<file path="src/design/cdss_pkg.sv">
// ----------------------------------------------------------------------------
// cdss_pkg: shared types and constants for CD sector field slice selection
// Sector layouts, selection bit positions and track mode codes.
// ----------------------------------------------------------------------------
`default_nettype none

package cdss_pkg;

   typedef logic [2:0]  sector_type_type;
   typedef logic [2:0]  trk_mode_type;
   typedef logic [4:0]  field_select_type;
   typedef logic [11:0] byte_count_type;

   // Sector layout codes.
   localparam sector_type_type TYPE_FROM_TRACK = 3'd0;
   localparam sector_type_type TYPE_CDDA       = 3'd1;
   localparam sector_type_type TYPE_MODE1      = 3'd2;
   localparam sector_type_type TYPE_MODE2      = 3'd3;
   localparam sector_type_type TYPE_FORM1      = 3'd4;
   localparam sector_type_type TYPE_FORM2      = 3'd5;

   // Track mode codes.
   localparam trk_mode_type TRACK_AUDIO     = 3'd0;
   localparam trk_mode_type TRACK_CDG       = 3'd1;
   localparam trk_mode_type TRACK_MODE1_COOKED = 3'd2;
   localparam trk_mode_type TRACK_MODE1_RAW = 3'd3;

   // Fields in disc order.
   localparam int NUM_FIELDS = 5;
   localparam logic [2:0] FIELD_SYNC      = 3'd0;
   localparam logic [2:0] FIELD_HEADER    = 3'd1;
   localparam logic [2:0] FIELD_SUBHEADER = 3'd2;
   localparam logic [2:0] FIELD_DATA      = 3'd3;
   localparam logic [2:0] FIELD_EDC_ECC   = 3'd4;

   // Bit position of each field in the selection word.
   localparam logic [2:0] SEL_BIT_SYNC      = 3'd4;
   localparam logic [2:0] SEL_BIT_HEADER    = 3'd2;
   localparam logic [2:0] SEL_BIT_SUBHEADER = 3'd3;
   localparam logic [2:0] SEL_BIT_DATA      = 3'd1;
   localparam logic [2:0] SEL_BIT_EDC_ECC   = 3'd0;

   // Unknown sector type codes fall back to the Mode 1 layout; unknown track modes to Form 1.
   function automatic sector_type_type resolve_type(input sector_type_type stype,
                                                    input trk_mode_type tmode);
      sector_type_type res;
      case (stype)
         TYPE_FROM_TRACK: begin
            case (tmode)
               TRACK_AUDIO, TRACK_CDG:               res = TYPE_CDDA;
               TRACK_MODE1_COOKED, TRACK_MODE1_RAW:  res = TYPE_MODE1;
               default:                              res = TYPE_FORM1;
            endcase
         end
         TYPE_CDDA, TYPE_MODE1, TYPE_MODE2, TYPE_FORM1, TYPE_FORM2: res = stype;
         default: res = TYPE_MODE1;
      endcase
      return res;
   endfunction

   function automatic logic [2:0] select_bit(input logic [2:0] field);
      logic [2:0] pos;
      case (field)
         FIELD_SYNC:      pos = SEL_BIT_SYNC;
         FIELD_HEADER:    pos = SEL_BIT_HEADER;
         FIELD_SUBHEADER: pos = SEL_BIT_SUBHEADER;
         FIELD_DATA:      pos = SEL_BIT_DATA;
         default:         pos = SEL_BIT_EDC_ECC;
      endcase
      return pos;
   endfunction

   // Byte size of one field for a resolved layout.
   function automatic byte_count_type field_size(input sector_type_type stype,
                                                 input logic [2:0] field);
      byte_count_type sz;
      if (stype == TYPE_CDDA) begin
         sz = (field == FIELD_DATA) ? 12'd2352 : 12'd0;
      end else begin
         case (field)
            FIELD_SYNC:      sz = 12'd12;
            FIELD_HEADER:    sz = 12'd4;
            FIELD_SUBHEADER: sz = (stype == TYPE_FORM1 || stype == TYPE_FORM2) ? 12'd8 : 12'd0;
            FIELD_DATA: begin
               case (stype)
                  TYPE_MODE2: sz = 12'd2336;
                  TYPE_FORM2: sz = 12'd2324;
                  default:    sz = 12'd2048;
               endcase
            end
            default: begin
               case (stype)
                  TYPE_MODE2: sz = 12'd0;
                  TYPE_FORM1: sz = 12'd280;
                  TYPE_FORM2: sz = 12'd4;
                  default:    sz = 12'd288;
               endcase
            end
         endcase
      end
      return sz;
   endfunction

endpackage

`default_nettype wire

</file>
<file path="src/design/cd_sector_field_slice_select.sv">
// ----------------------------------------------------------------------------
// cd_sector_field_slice_select: READ CD main channel slice decode
// Resolves the sector layout and returns length, start offset and run flag.
// ----------------------------------------------------------------------------
//  Channel  Direction  Handshake              Payload
//  req_     in         req_valid/req_ready    sector_type, trk_mode, field_select
//  rsp_     out        rsp_valid/rsp_ready    resolved_type, transfer_length,
//                                             start_offset, contiguous
//
// Two register stages: the request is captured in an input register and the
// decoded result in an output register, and one transaction is accepted per
// cycle while rsp_ready does not stall. A stall on rsp_ready holds both stages,
// and req_ready drops only when both are full. Reset empties both stages.
// ----------------------------------------------------------------------------
`default_nettype none

module cd_sector_field_slice_select (
   input  wire logic        clock,
   input  wire logic        reset,
   input  wire logic        req_valid,
   output logic             req_ready,
   input  wire logic [2:0]  req_sector_type,
   input  wire logic [2:0]  req_trk_mode,
   input  wire logic [4:0]  req_field_select,
   output logic             rsp_valid,
   input  wire logic        rsp_ready,
   output logic [2:0]       rsp_resolved_type,
   output logic [11:0]      rsp_transfer_length,
   output logic [11:0]      rsp_start_offset,
   output logic             rsp_contiguous
);

   logic                        in_valid_ff, in_valid_in;
   cdss_pkg::sector_type_type   in_stype_ff;
   cdss_pkg::trk_mode_type      in_tmode_ff;
   cdss_pkg::field_select_type  in_sel_ff;

   logic                        out_valid_ff, out_valid_in;
   cdss_pkg::sector_type_type   out_type_ff;
   cdss_pkg::byte_count_type    out_length_ff;
   cdss_pkg::byte_count_type    out_offset_ff;
   logic                        out_contig_ff;

   logic                        out_load;
   logic                        in_load;

   cdss_pkg::sector_type_type   calc_type;
   cdss_pkg::byte_count_type    calc_length;
   cdss_pkg::byte_count_type    calc_offset;
   logic                        calc_contig;

   assign out_load  = in_valid_ff && (!out_valid_ff || rsp_ready);
   assign req_ready = !in_valid_ff || out_load;
   assign in_load   = req_valid && req_ready;

   assign in_valid_in  = in_load || (in_valid_ff && !out_load);
   assign out_valid_in = out_load || (out_valid_ff && !rsp_ready);

   // Walk the five fields in disc order; absent fields neither serve nor split.
   always_comb begin
      logic [2:0]                f;
      cdss_pkg::byte_count_type  sz;
      logic                      picked;
      logic                      found;
      logic                      started;
      logic                      ended;
      calc_type   = cdss_pkg::resolve_type(in_stype_ff, in_tmode_ff);
      calc_length = '0;
      calc_offset = '0;
      calc_contig = 1'b1;
      found       = 1'b0;
      started     = 1'b0;
      ended       = 1'b0;
      for (int i = 0; i < cdss_pkg::NUM_FIELDS; i++) begin
         f      = 3'(i);
         sz     = cdss_pkg::field_size(calc_type, f);
         picked = in_sel_ff[cdss_pkg::select_bit(f)];
         if (picked) begin
            calc_length = calc_length + sz;
         end
         if (sz != '0) begin
            if (picked) begin
               found = 1'b1;
               if (ended) begin
                  calc_contig = 1'b0;
               end
               started = 1'b1;
            end else begin
               if (!found) begin
                  calc_offset = calc_offset + sz;
               end
               if (started) begin
                  ended = 1'b1;
               end
            end
         end
      end
   end

   always_ff @(posedge clock) begin
      if (reset) begin
         in_valid_ff  <= 1'b0;
         out_valid_ff <= 1'b0;
      end else begin
         in_valid_ff  <= in_valid_in;
         out_valid_ff <= out_valid_in;
      end
   end

   always_ff @(posedge clock) begin
      if (in_load) begin
         in_stype_ff <= req_sector_type;
         in_tmode_ff <= req_trk_mode;
         in_sel_ff   <= req_field_select;
      end
      if (out_load) begin
         out_type_ff   <= calc_type;
         out_length_ff <= calc_length;
         out_offset_ff <= calc_offset;
         out_contig_ff <= calc_contig;
      end
   end

   assign rsp_valid           = out_valid_ff;
   assign rsp_resolved_type   = out_type_ff;
   assign rsp_transfer_length = out_length_ff;
   assign rsp_start_offset    = out_offset_ff;
   assign rsp_contiguous      = out_contig_ff;

endmodule

`default_nettype wire

</file>
<file path="config.mk">
export PLATFORM = sky130hd
export DESIGN_NAME = cd_sector_field_slice_select
export DESIGN_NICKNAME = d
export VERILOG_FILES = /design/src/design/cdss_pkg.sv /design/src/design/cd_sector_field_slice_select.sv
export SDC_FILE = /design/constraint.sdc
export NUM_CORES = 1
export LEC_CHECK = 0
export ABC_AREA = 0
export BUFFER_PORTS_ARGS = -buffer_cell sky130_fd_sc_hd__buf_2
export CAP_MARGIN = 5
export CORE_AREA = 2 2 68 70
export CTS_CLUSTER_DIAMETER = 80
export CTS_CLUSTER_SIZE = 30
export DETAILED_ROUTE_END_ITERATION = 6
export DIE_AREA = 0 0 70 72
export GPL_ROUTABILITY_DRIVEN = 0
export PLACE_DENSITY_LB_ADDON = 0.15
export SETUP_SLACK_MARGIN = 0.05
export SYNTH_ARGS = -nofsm -noshare
export SYNTH_HDL_FRONTEND = slang
export SYNTH_SLANG_ARGS = --single-unit
</file>
<file path="constraint.sdc">
create_clock -name clock -period 5.13 [get_ports clock]
set_input_delay 1.539 -clock clock [delete_from_list [all_inputs] [get_ports clock]]
set_output_delay 1.539 -clock clock [all_outputs]
set_load 0.005 [all_outputs]
</file>
==> impl_metrics.tcl, run 1 <==
set metrics [dict create \
    outcome "complete, no violations" \
    track_usage 0.170 \
    grt-ovfl-total 0 \
    multiInputGateArea_um2 1170 \
    final.fill_count 370 \
    synthArstFlopShare 0 \
    numCtsBuffers 5 \
    die_w_um 70 \
    drive_gt1_frac 0.230 \
    syn2layout_area_growth_pct 11.9 \
    p_switching_w 0.000174 \
    p_clk_frac 0.285 \
    grt_pass1_wl_um 6750 \
    synth_edf_count 32 \
    cts_tree "built" \
    sw_frac_of_total 0.267 \
    use_met2 0.283 \
    holdWs_ps 511 \
    syn_inst 211 \
    rsz0062_at_grt "no" \
    final-seq-area_um2 1000 \
    ys_ff_latch 34 \
    synth-warning-count 0 \
    hold_viol_final 0 \
    drtAntennaViolNets 0 \
    maxSlewViolCount 0 \
    arrival_ps 4210 \
    dp_hpwl_um 2880 \
    critPathMaxFanout 17 \
    cts_hold_buf 0 \
    pwr-share-comb 0.197 \
    final_nets 286 \
    drv_cap 0 \
    grt_max_degree 23 \
    die_area_um2 5040 \
    critical_path_required_ps 5150 \
    via_count 1588 \
    hold_class "reg -> reg" \
    rows 24 \
    setup_tns_ps 0 \
    cts_max_path_buffers 2 \
    cts_setup_buffers 0 \
    groute.layer.met3.usage 0.0458 \
    synthFlopType "edfxtp_1" \
    yosysSeqAreaShare 0.440 \
    port_buffers 37 \
    peakVddDrop_mv 0.128 \
    antenna_cells 0 \
    grt_pass1_vias 1496 \
    grt_busiest_layer "met2" \
    avgRoutedWirePerCell_um 12.6 \
    start_kind "register" \
    synth_area_leaders "edfxtp_1, ha_1, nor2_1" \
    use_met1 0.217 \
    insertion_delay_ps 280 \
    clock_skew_ps 3.48 \
    synth_top_cell_by_area "edfxtp_1" \
    ys_types 51 \
    synth.cell_area_um2 2280 \
    core_um2 4260 \
    wl_um 3780 \
    synth_top_area_frac 0.422 \
    start_util 0.534 \
    path_clk_slew_ps 70 \
    drc 0 \
    post_cts_resize_count 0 \
    relSlewSlack 0.261 \
    antenna_found_initial 0 \
    firstDrtPassIters 4 \
    leakagePower_nw 1.14 \
    max_slew.worst_pin.slew_ps 1100 \
    drtIter0Drc 76 \
    fin_total_pwr_w 0.000651 \
    fmax_ghz 0.239 \
    h-tree-depth 2 \
    critical_path.endpoint_type "register" \
    powerDensity_nw_per_um2 255 \
    clock_sinks 34 \
    p_int_w 0.000477 \
    pin_count 45 \
    clock-root-buffer "clkbuf_8" \
    syn_avg_cell_area_um2 10.8 \
    crit_type "reg -> reg" \
    p_seq_frac 0.518 \
    via_per_inst 5.29 \
    min_period_ps 4190 \
    die_h_um 72 \
    final-setup-viol-count 0 \
    finalCritPeriodShare 0.817 \
]
[per-stage QoR]
stage	instance area, um^2	instances	util	worst slack (ps)
floorplan	2290	216	-	1410
global placement	2470	292	0.578	983
detailed placement	2470	292	0.578	969
CTS	2550	300	0.597	963
global route	2550	300	0.597	378
finish	2550	300	0.597	939
[cell families after synthesis]
kind of cell	after synthesis	synth area share
AO/OA/AOI/OAI	43	0.135
XOR/XNOR	10	0.0385
adder cells (fa/ha/maj)	24	0.139
buffers and inverters	25	0.0555
flip-flops	34	0.440
multiplexers	8	0.0374
other	1	0.00165
AND/OR/NAND/NOR	66	0.153
[final cells by class]
type	count	area share
Clock buffer	6	0.0285
Timing Repair Buffer	37	0.0727
Clock inverter	2	0.00344
Sequential cell	34	0.393
Multi-Input combinational cell	157	0.459
Tap cell	52	0.0255
Inverter	12	0.0177
[placed cells by master (no fill, tap or decap), types with 3 or more instances in the layout]
cell type | synthesis | routed
buf_2 | 2 | 37
edfxtp_1 | 32 | 32
nor2_1 | 23 | 23
ha_1 | 22 | 22
inv_1 | 11 | 11
nand2_1 | 9 | 9
a21oi_1 | 8 | 8
xnor2_1 | 8 | 8
a21o_1 | 6 | 6
nor3_1 | 6 | 6
conb_1 | 1 | 6
o21ai_0 | 5 | 5
nor2b_1 | 6 | 5
o21a_1 | 5 | 5
clkbuf_8 | 0 | 5
o31ai_1 | 4 | 4
and2_1 | 4 | 4
mux2_2 | 4 | 4
mux2i_1 | 4 | 4
a211oi_1 | 3 | 3
[metal layers]
metal	vias to the layer above	wire [um]
met5	-	0
met4	0	61
met3	5	160
met2	36	1760
met1	716	1810
li1	831	-
[flip-flops by register name, indices dropped and copies added (netlist names)]
signal and count:
in_sel_ff 5, in_stype_ff 3, in_tmode_ff 2, in_valid_ff 1, rsp_contiguous 1, rsp_resolved_type 3, rsp_start_offset 9, rsp_transfer_length 9
rsp_valid 1
[Yosys cell counts, drive strengths merged (4+ instances only)]
library cell / number
clkbuf: 4
xnor2: 8
nor2: 24
edfxtp: 32
inv: 12
a21oi: 8
and2: 5
mux2: 4
o21ai: 5
buf: 9
o21a: 5
nand2: 9
ha: 22
mux2i: 4
nor3: 7
o31ai: 4
a21o: 6
nor2b: 6
[critical path, cell delays in order, from the launching register on]
cell      delay [ps]
edfxtp_1         420
o21ba_2          250
nor3_4           470
nor3_1           170
ha_1             310
nor3b_1          150
o21ai_0          110
a211oi_1         420
ha_1             340
a21o_1           170
ha_1             260
a21o_1           190
a21oi_1          220
xnor2_1          100
nor4_1           190
a21o_1           110
a31oi_1           40
[power groups by stage]
stage	logic (W)	registers, W	clock network, W
2_1_floorplan	0.000102	0.000339	0
3_3_place_gp	0.000126	0.000342	0
3_5_place_dp	0.000129	0.000343	0
4_1_cts	0.000130	0.000337	0.000194
5_1_grt	0.000147	0.000340	0.000204
6_report	0.000128	0.000337	0.000186
[final timing paths]
check                      start                  end  slack, ps  cells past startpoint
setup / recovery  in_tmode_ff[2]  rsp_start_offset[5]        940                     16
hold / removal       in_valid_ff            rsp_valid        510                      2
setup reg to reg  in_tmode_ff[2]  rsp_start_offset[5]        940                     16
hold reg to reg      in_valid_ff            rsp_valid        510                      2
Note: power is estimated with default switching activity, not from simulation.
==> inputs of run 2 (changes only) <==
- CORE_AREA: 2 2 68 70 -> 2 2 71 73
- DIE_AREA: 0 0 70 72 -> 0 0 73 75
- clock period: 5.13 -> 3.7 ns (I/O delays scaled with it)
==> run 2 against run 1 <==
  * Critical endpoint is now rsp_transfer_length[5]
  * The run now ends with setup timing left
  * Largest power group unchanged
  * Via count up 5.7%
  * Non-clock buffer count up 26
  * Largest cell class unchanged
  * Power up 46%
==> impl_metrics.tcl, run 2 (same netlist as run 1, synthesis figures left out) <==
set metrics [dict create \
    crit_family "adder cells" \
    groute.layer.met3.usage 0.0482 \
    die_w_um 73 \
    final-setup-viol-count 1 \
    final_common_cell "buf_2" \
    insertion_delay_ps 280 \
    drtAntennaViolNets 0 \
    cts_max_path_buffers 2 \
    critPathMaxFanout 4 \
    rsz0062_at_grt "yes" \
    fin_total_pwr_w 0.000953 \
    arrival_ps 3740 \
    start_kind "register" \
    p_clk_frac 0.270 \
    grt-ovfl-total 0 \
    track_usage 0.165 \
    setup_slack_ps -2.27 \
    syn2layout_area_growth_pct 26.7 \
    slowest_delay_ps 430 \
    p_seq_frac 0.486 \
    max_slew.worst_pin.slew_ps 697 \
    rrSetupSlack_ps -2 \
    firstDrtPassIters 4 \
    relSlewSlack 0.532 \
    path_clk_slew_ps 60 \
    cp_num_buf_inv 2 \
    dp_hpwl_um 3110 \
    drive_gt1_frac 0.365 \
    cts_tree "built" \
    use_met1 0.201 \
    antenna_found_initial 0 \
    pin_count 45 \
    leakagePower_nw 1.27 \
    clock-root-buffer "clkbuf_8" \
    grt_pass1_vias 1481 \
    p_switching_w 0.000254 \
    min_period_ps 3700 \
    grt_busiest_layer "met2" \
    outcome "finished, violations left" \
    maxSlewViolCount 0 \
    rows 25 \
    cp_cell_sequence "o21ba_4 -> nor3_4 -> buf_4 -> buf_6 -> nor2_1 -> ha_1 -> ha_1 -> nand2_1 -> o31ai_2 -> ha_1 -> nand3_1 -> o31a_1 -> xor2_1 -> mux2i_1 -> ha_1 -> xnor2_1 -> mux2_2" \
    sw_frac_of_total 0.266 \
    final_nets 312 \
    h-tree-depth 2 \
    powerDensity_nw_per_um2 330 \
    fmax_ghz 0.270 \
    antenna_cells 0 \
    placed_cells 313 \
    r2r_end "rsp_transfer_length[5]" \
    numCtsBuffers 5 \
    die_h_um 75 \
    clock_sinks 34 \
    cts_hold_buf 0 \
    use_met2 0.279 \
    finalCritPeriodShare 1.00 \
    critical_path.endpoint_type "register" \
    peakVddDrop_mv 0.201 \
    pwr-share-comb 0.244 \
    hold_depth 2 \
    final_util 0.619 \
    critical_path_required_ps 3740 \
    instances_no_fill 328 \
    grt_pass1_wl_um 6710 \
    drc 0 \
    via_per_inst 5.12 \
    p_int_w 0.000699 \
    start_util 0.488 \
    die_area_um2 5480 \
    avgRoutedWirePerCell_um 12.8 \
    worstReg2RegStart "in_tmode_ff[2]" \
    holdPathEnd "rsp_valid" \
    hold_class "reg -> reg" \
    core_um2 4660 \
    clock_skew_ps 2.61 \
    mostFrequentLayoutCells "buf_2, edfxtp_1, buf_4, nor2_1, ha_1" \
    r2r_cells 17 \
    hold_viol_final 0 \
    min_from "in_valid_ff" \
    crit_slowest_cell "edfxtp_1" \
    drtIter0Drc 63 \
    path_common_cell "ha_1" \
    drv_cap 0 \
    via_count 1679 \
    crit_type "reg -> reg" \
    port_buffers 37 \
    wl_um 4210 \
    violations "setup timing" \
    grt_max_degree 23 \
]
[run 2: cell count changes in the layout (fill, tap and decap cells not counted), moves of 3 or more]
| cell | previous run | this run |
|---|---|---|
| ha_1 | 22 | 17 |
| ha_4 | 0 | 3 |
| buf_4 | 0 | 24 |
| o21ai_0 | 5 | 1 |
[run 2: timing repair]
item                       in CTS  in global routing
hold endpoints to repair        0                  0
pin swaps                       0                  6
resized for setup               1                 26
buffers inserted                0                  7
setup endpoints to repair       2                  7
[run 2: layer usage]
layer	wire length, um	share of wire
met1	1970	0.47
met3	158	0.037
met4	32	0.0076
met2	2050	0.49
met5	0	0
[run 2: final cells by class]
cell class	instances	area (um^2)
well taps	54	67.6
fillers	370	1780
multi-input cells	157	1300
flip-flops and latches	34	1000
repair buffers	63	388
inverters	12	45.0
clock buffers	8	80.1
[run 2: power by group through the flow]
| stage | clock, W | sequential (W) | combinational (W) |
|---|---|---|---|
| 3_5_place_dp | 0 | 0.000470 | 0.000205 |
| 2_1_floorplan | 0 | 0.000470 | 0.000143 |
| 6_report | 0.000257 | 0.000463 | 0.000232 |
| 4_1_cts | 0.000267 | 0.000462 | 0.000206 |
| 3_3_place_gp | 0 | 0.000470 | 0.000201 |
| 5_1_grt | 0.000280 | 0.000466 | 0.000260 |
[run 2: worst min-delay path: stages, from the launching register on]
cell	delay (ps)
dfxtp_1	330
nor2_1	100
nor2_1	40
[run 2: per-stage QoR]
stage	worst slack (ps)	TNS (ps)	hold WS (ps)	area, um^2
6_report	-2.27	-2.27	517	2880
5_1_grt	-188	-872	537	2880
4_1_cts	49.3	0	515	2700
3_5_place_dp	-18.1	-22.4	510	2620
3_3_place_gp	5.31	0	502	2620
2_1_floorplan	62.6	0	478	2310
[run 2: how the worst max path moves through the flow]
stage	from	end	cells past startpoint
after floorplan	in_tmode_ff[2]	rsp_start_offset[6]	17
after global placement	in_stype_ff[0]	rsp_start_offset[6]	17
after CTS	in_tmode_ff[2]	rsp_transfer_length[5]	16
final	in_tmode_ff[2]	rsp_transfer_length[5]	17
after global routing	in_tmode_ff[2]	rsp_start_offset[5]	19
after detailed placement	in_stype_ff[0]	rsp_start_offset[6]	17
==> inputs of run 3 (changes only) <==
--- a/config.mk
+++ b/config.mk
@@ -17,4 +17,5 @@
 export PLACE_DENSITY_LB_ADDON = 0.15
 export SETUP_SLACK_MARGIN = 0.05
+export SKIP_LAST_GASP = 1
 export SYNTH_ARGS = -nofsm -noshare
 export SYNTH_HDL_FRONTEND = slang
==> constraint.sdc (replaced) <==
create_clock -name clock -period 3.7 [get_ports clock]
set_input_delay 1.11 -clock clock [delete_from_list [all_inputs] [get_ports clock]]
set_output_delay 1.11 -clock clock [all_outputs]
set_load 0.1 [all_outputs]
==> run 3 against run 2 <==
  * The flow now finishes without violations
  * Via count decreased by 0.30%
  * Wire length increased by 0.47%
  * Clock skew about the same
  * Utilization decreased by 0.35 points
  * Critical endpoint unchanged
==> impl_metrics.tcl, run 3 (same netlist as run 1, synthesis figures left out) <==
set metrics [dict create \
    outcome "complete, no violations" \
    crit_type "reg -> reg" \
    clock_sinks 34 \
    port_buffers 37 \
    worstReg2RegStart "in_tmode_ff[2]" \
    h-tree-depth 2 \
    rows 25 \
    grt-ovfl-total 0 \
    die_w_um 73 \
    cts_hold_buf 0 \
    rsz0062_at_grt "yes" \
    track_usage 0.165 \
    crit_family "adder cells" \
    finalCritPeriodShare 0.999 \
    start_kind "register" \
    final_util 0.615 \
    final_nets 312 \
    critical_path_required_ps 3740 \
    drc 0 \
    holdWs_ps 517 \
    instances_no_fill 328 \
    leakagePower_nw 1.27 \
    min_period_ps 3700 \
    final-setup-viol-count 0 \
    grt_pass1_vias 1481 \
    core_um2 4660 \
    placed_cells 313 \
    min_from "in_valid_ff" \
    cts_tree "built" \
    syn2layout_area_growth_pct 25.9 \
    hold_viol_final 0 \
    maxSlewViolCount 0 \
    peakVddDrop_mv 0.203 \
    cp_cell_sequence "o21ba_4 -> nor3_4 -> buf_4 -> buf_6 -> nor2_1 -> ha_1 -> ha_1 -> nand2_1 -> o31ai_2 -> ha_1 -> nand3_1 -> o31a_1 -> xor2_1 -> mux2i_1 -> ha_1 -> xnor2_1 -> mux2_2" \
    path_clk_slew_ps 60 \
    fmax_ghz 0.270 \
    path_common_cell "ha_1" \
    grt_pass1_wl_um 6710 \
    relSlewSlack 0.526 \
    firstDrtPassIters 4 \
    mostFrequentLayoutCells "buf_2, edfxtp_1, buf_4, nor2_1, ha_1" \
    setup.worst_path.start "in_tmode_ff[2]" \
    start_util 0.488 \
    critPathMaxFanout 4 \
    drive_gt1_frac 0.358 \
    via_count 1674 \
    die_h_um 75 \
    antenna_cells 0 \
    hold_class "reg -> reg" \
    insertion_delay_ps 280 \
    crit_slowest_cell "edfxtp_1" \
    avgRoutedWirePerCell_um 12.9 \
    drtAntennaViolNets 0 \
    critical_path.endpoint_type "register" \
    cts_max_path_buffers 2 \
    wl_um 4230 \
    drv_cap 0 \
    slowest_delay_ps 430 \
    powerDensity_nw_per_um2 377 \
    arrival_ps 3740 \
    drtIter0Drc 63 \
    clock-root-buffer "clkbuf_8" \
    dp_hpwl_um 3110 \
    cp_num_buf_inv 2 \
    clock_skew_ps 2.46 \
    numCtsBuffers 5 \
    via_per_inst 5.10 \
    grt_max_degree 23 \
    pin_count 45 \
    die_area_um2 5480 \
    setup_tns_ps 0 \
    antenna_found_initial 0 \
    final_common_cell "buf_2" \
    max_slew.worst_pin.slew_ps 705 \
]
## run 3: cell count changes in the layout (fill, tap and decap cells not counted)
| cell | change |
|---|---|
| ha_1 | +1 |
| ha_4 | -1 |
| o21ai_2 | -1 |
| o21ai_1 | +1 |
## run 3: final cells by class
type | instances | area [um^2]
fill | 373 | 1790
sequential | 34 | 1000
inverter | 12 | 45.0
tap | 54 | 67.6
timing repair buffer | 63 | 388
multi-input combinational | 157 | 1280
clock buffer | 8 | 80.1
## run 3: metrics by stage
step / setup slack, ps / power (W) / instance area [um^2]
after floorplan: 62.6 / 0.000747 / 2310
after global placement: 5.31 / 0.000803 / 2620
after detailed placement: -18.1 / 0.000807 / 2620
after CTS: 49.3 / 0.00107 / 2700
after global routing: -188 / 0.00113 / 2870
final: 1.90 / 0.00108 / 2870
## run 3: per-layer routing
layer | global-route usage | up-vias | part of all wire
met2 | 0.279 | 46 | 0.49
met4 | 0.0617 | 0 | 0.0076
met5 | 0 | - | 0
met3 | 0.0482 | 4 | 0.038
li1 | - | 874 | -
met1 | 0.201 | 750 | 0.46
## run 3: power by group
part | switching, W | internal (W)
registers | 0.0000132 | 0.000450
clock network | 0.000124 | 0.000133
logic | 0.000247 | 0.000114
## run 3: worst reg2reg max path, cell delays in order, from the launching register on
cell and delay [ps]:
edfxtp_1 430, o21ba_4 250, nor3_4 130, buf_4 130
buf_6 90, nor2_1 40, ha_1 190, ha_1 260
nand2_1 80, o31ai_2 100, ha_1 370, nand3_1 90
o31a_1 250, xor2_1 140, mux2i_1 200, ha_1 300
xnor2_1 130, mux2_2 260
## run 3: worst paths after layout
| path | to | slack (ps) | depth (start not counted) |
|---|---|---|---|
| worst max-delay path | rsp_transfer_length[5] | 2 | 17 |
| worst max register to register | rsp_transfer_length[5] | 2 | 17 |
| worst min-delay path | rsp_valid | 520 | 2 |
| worst min register to register | rsp_valid | 520 | 2 |
## run 3: what timing repair did
action                                  CTS  global route
pin swaps                                 0             6
setup buffers                             0             7
endpoints found under the setup margin    2             7
resized for setup                         1            24
cloned                                    0             0
endpoints found under the hold margin     0             0
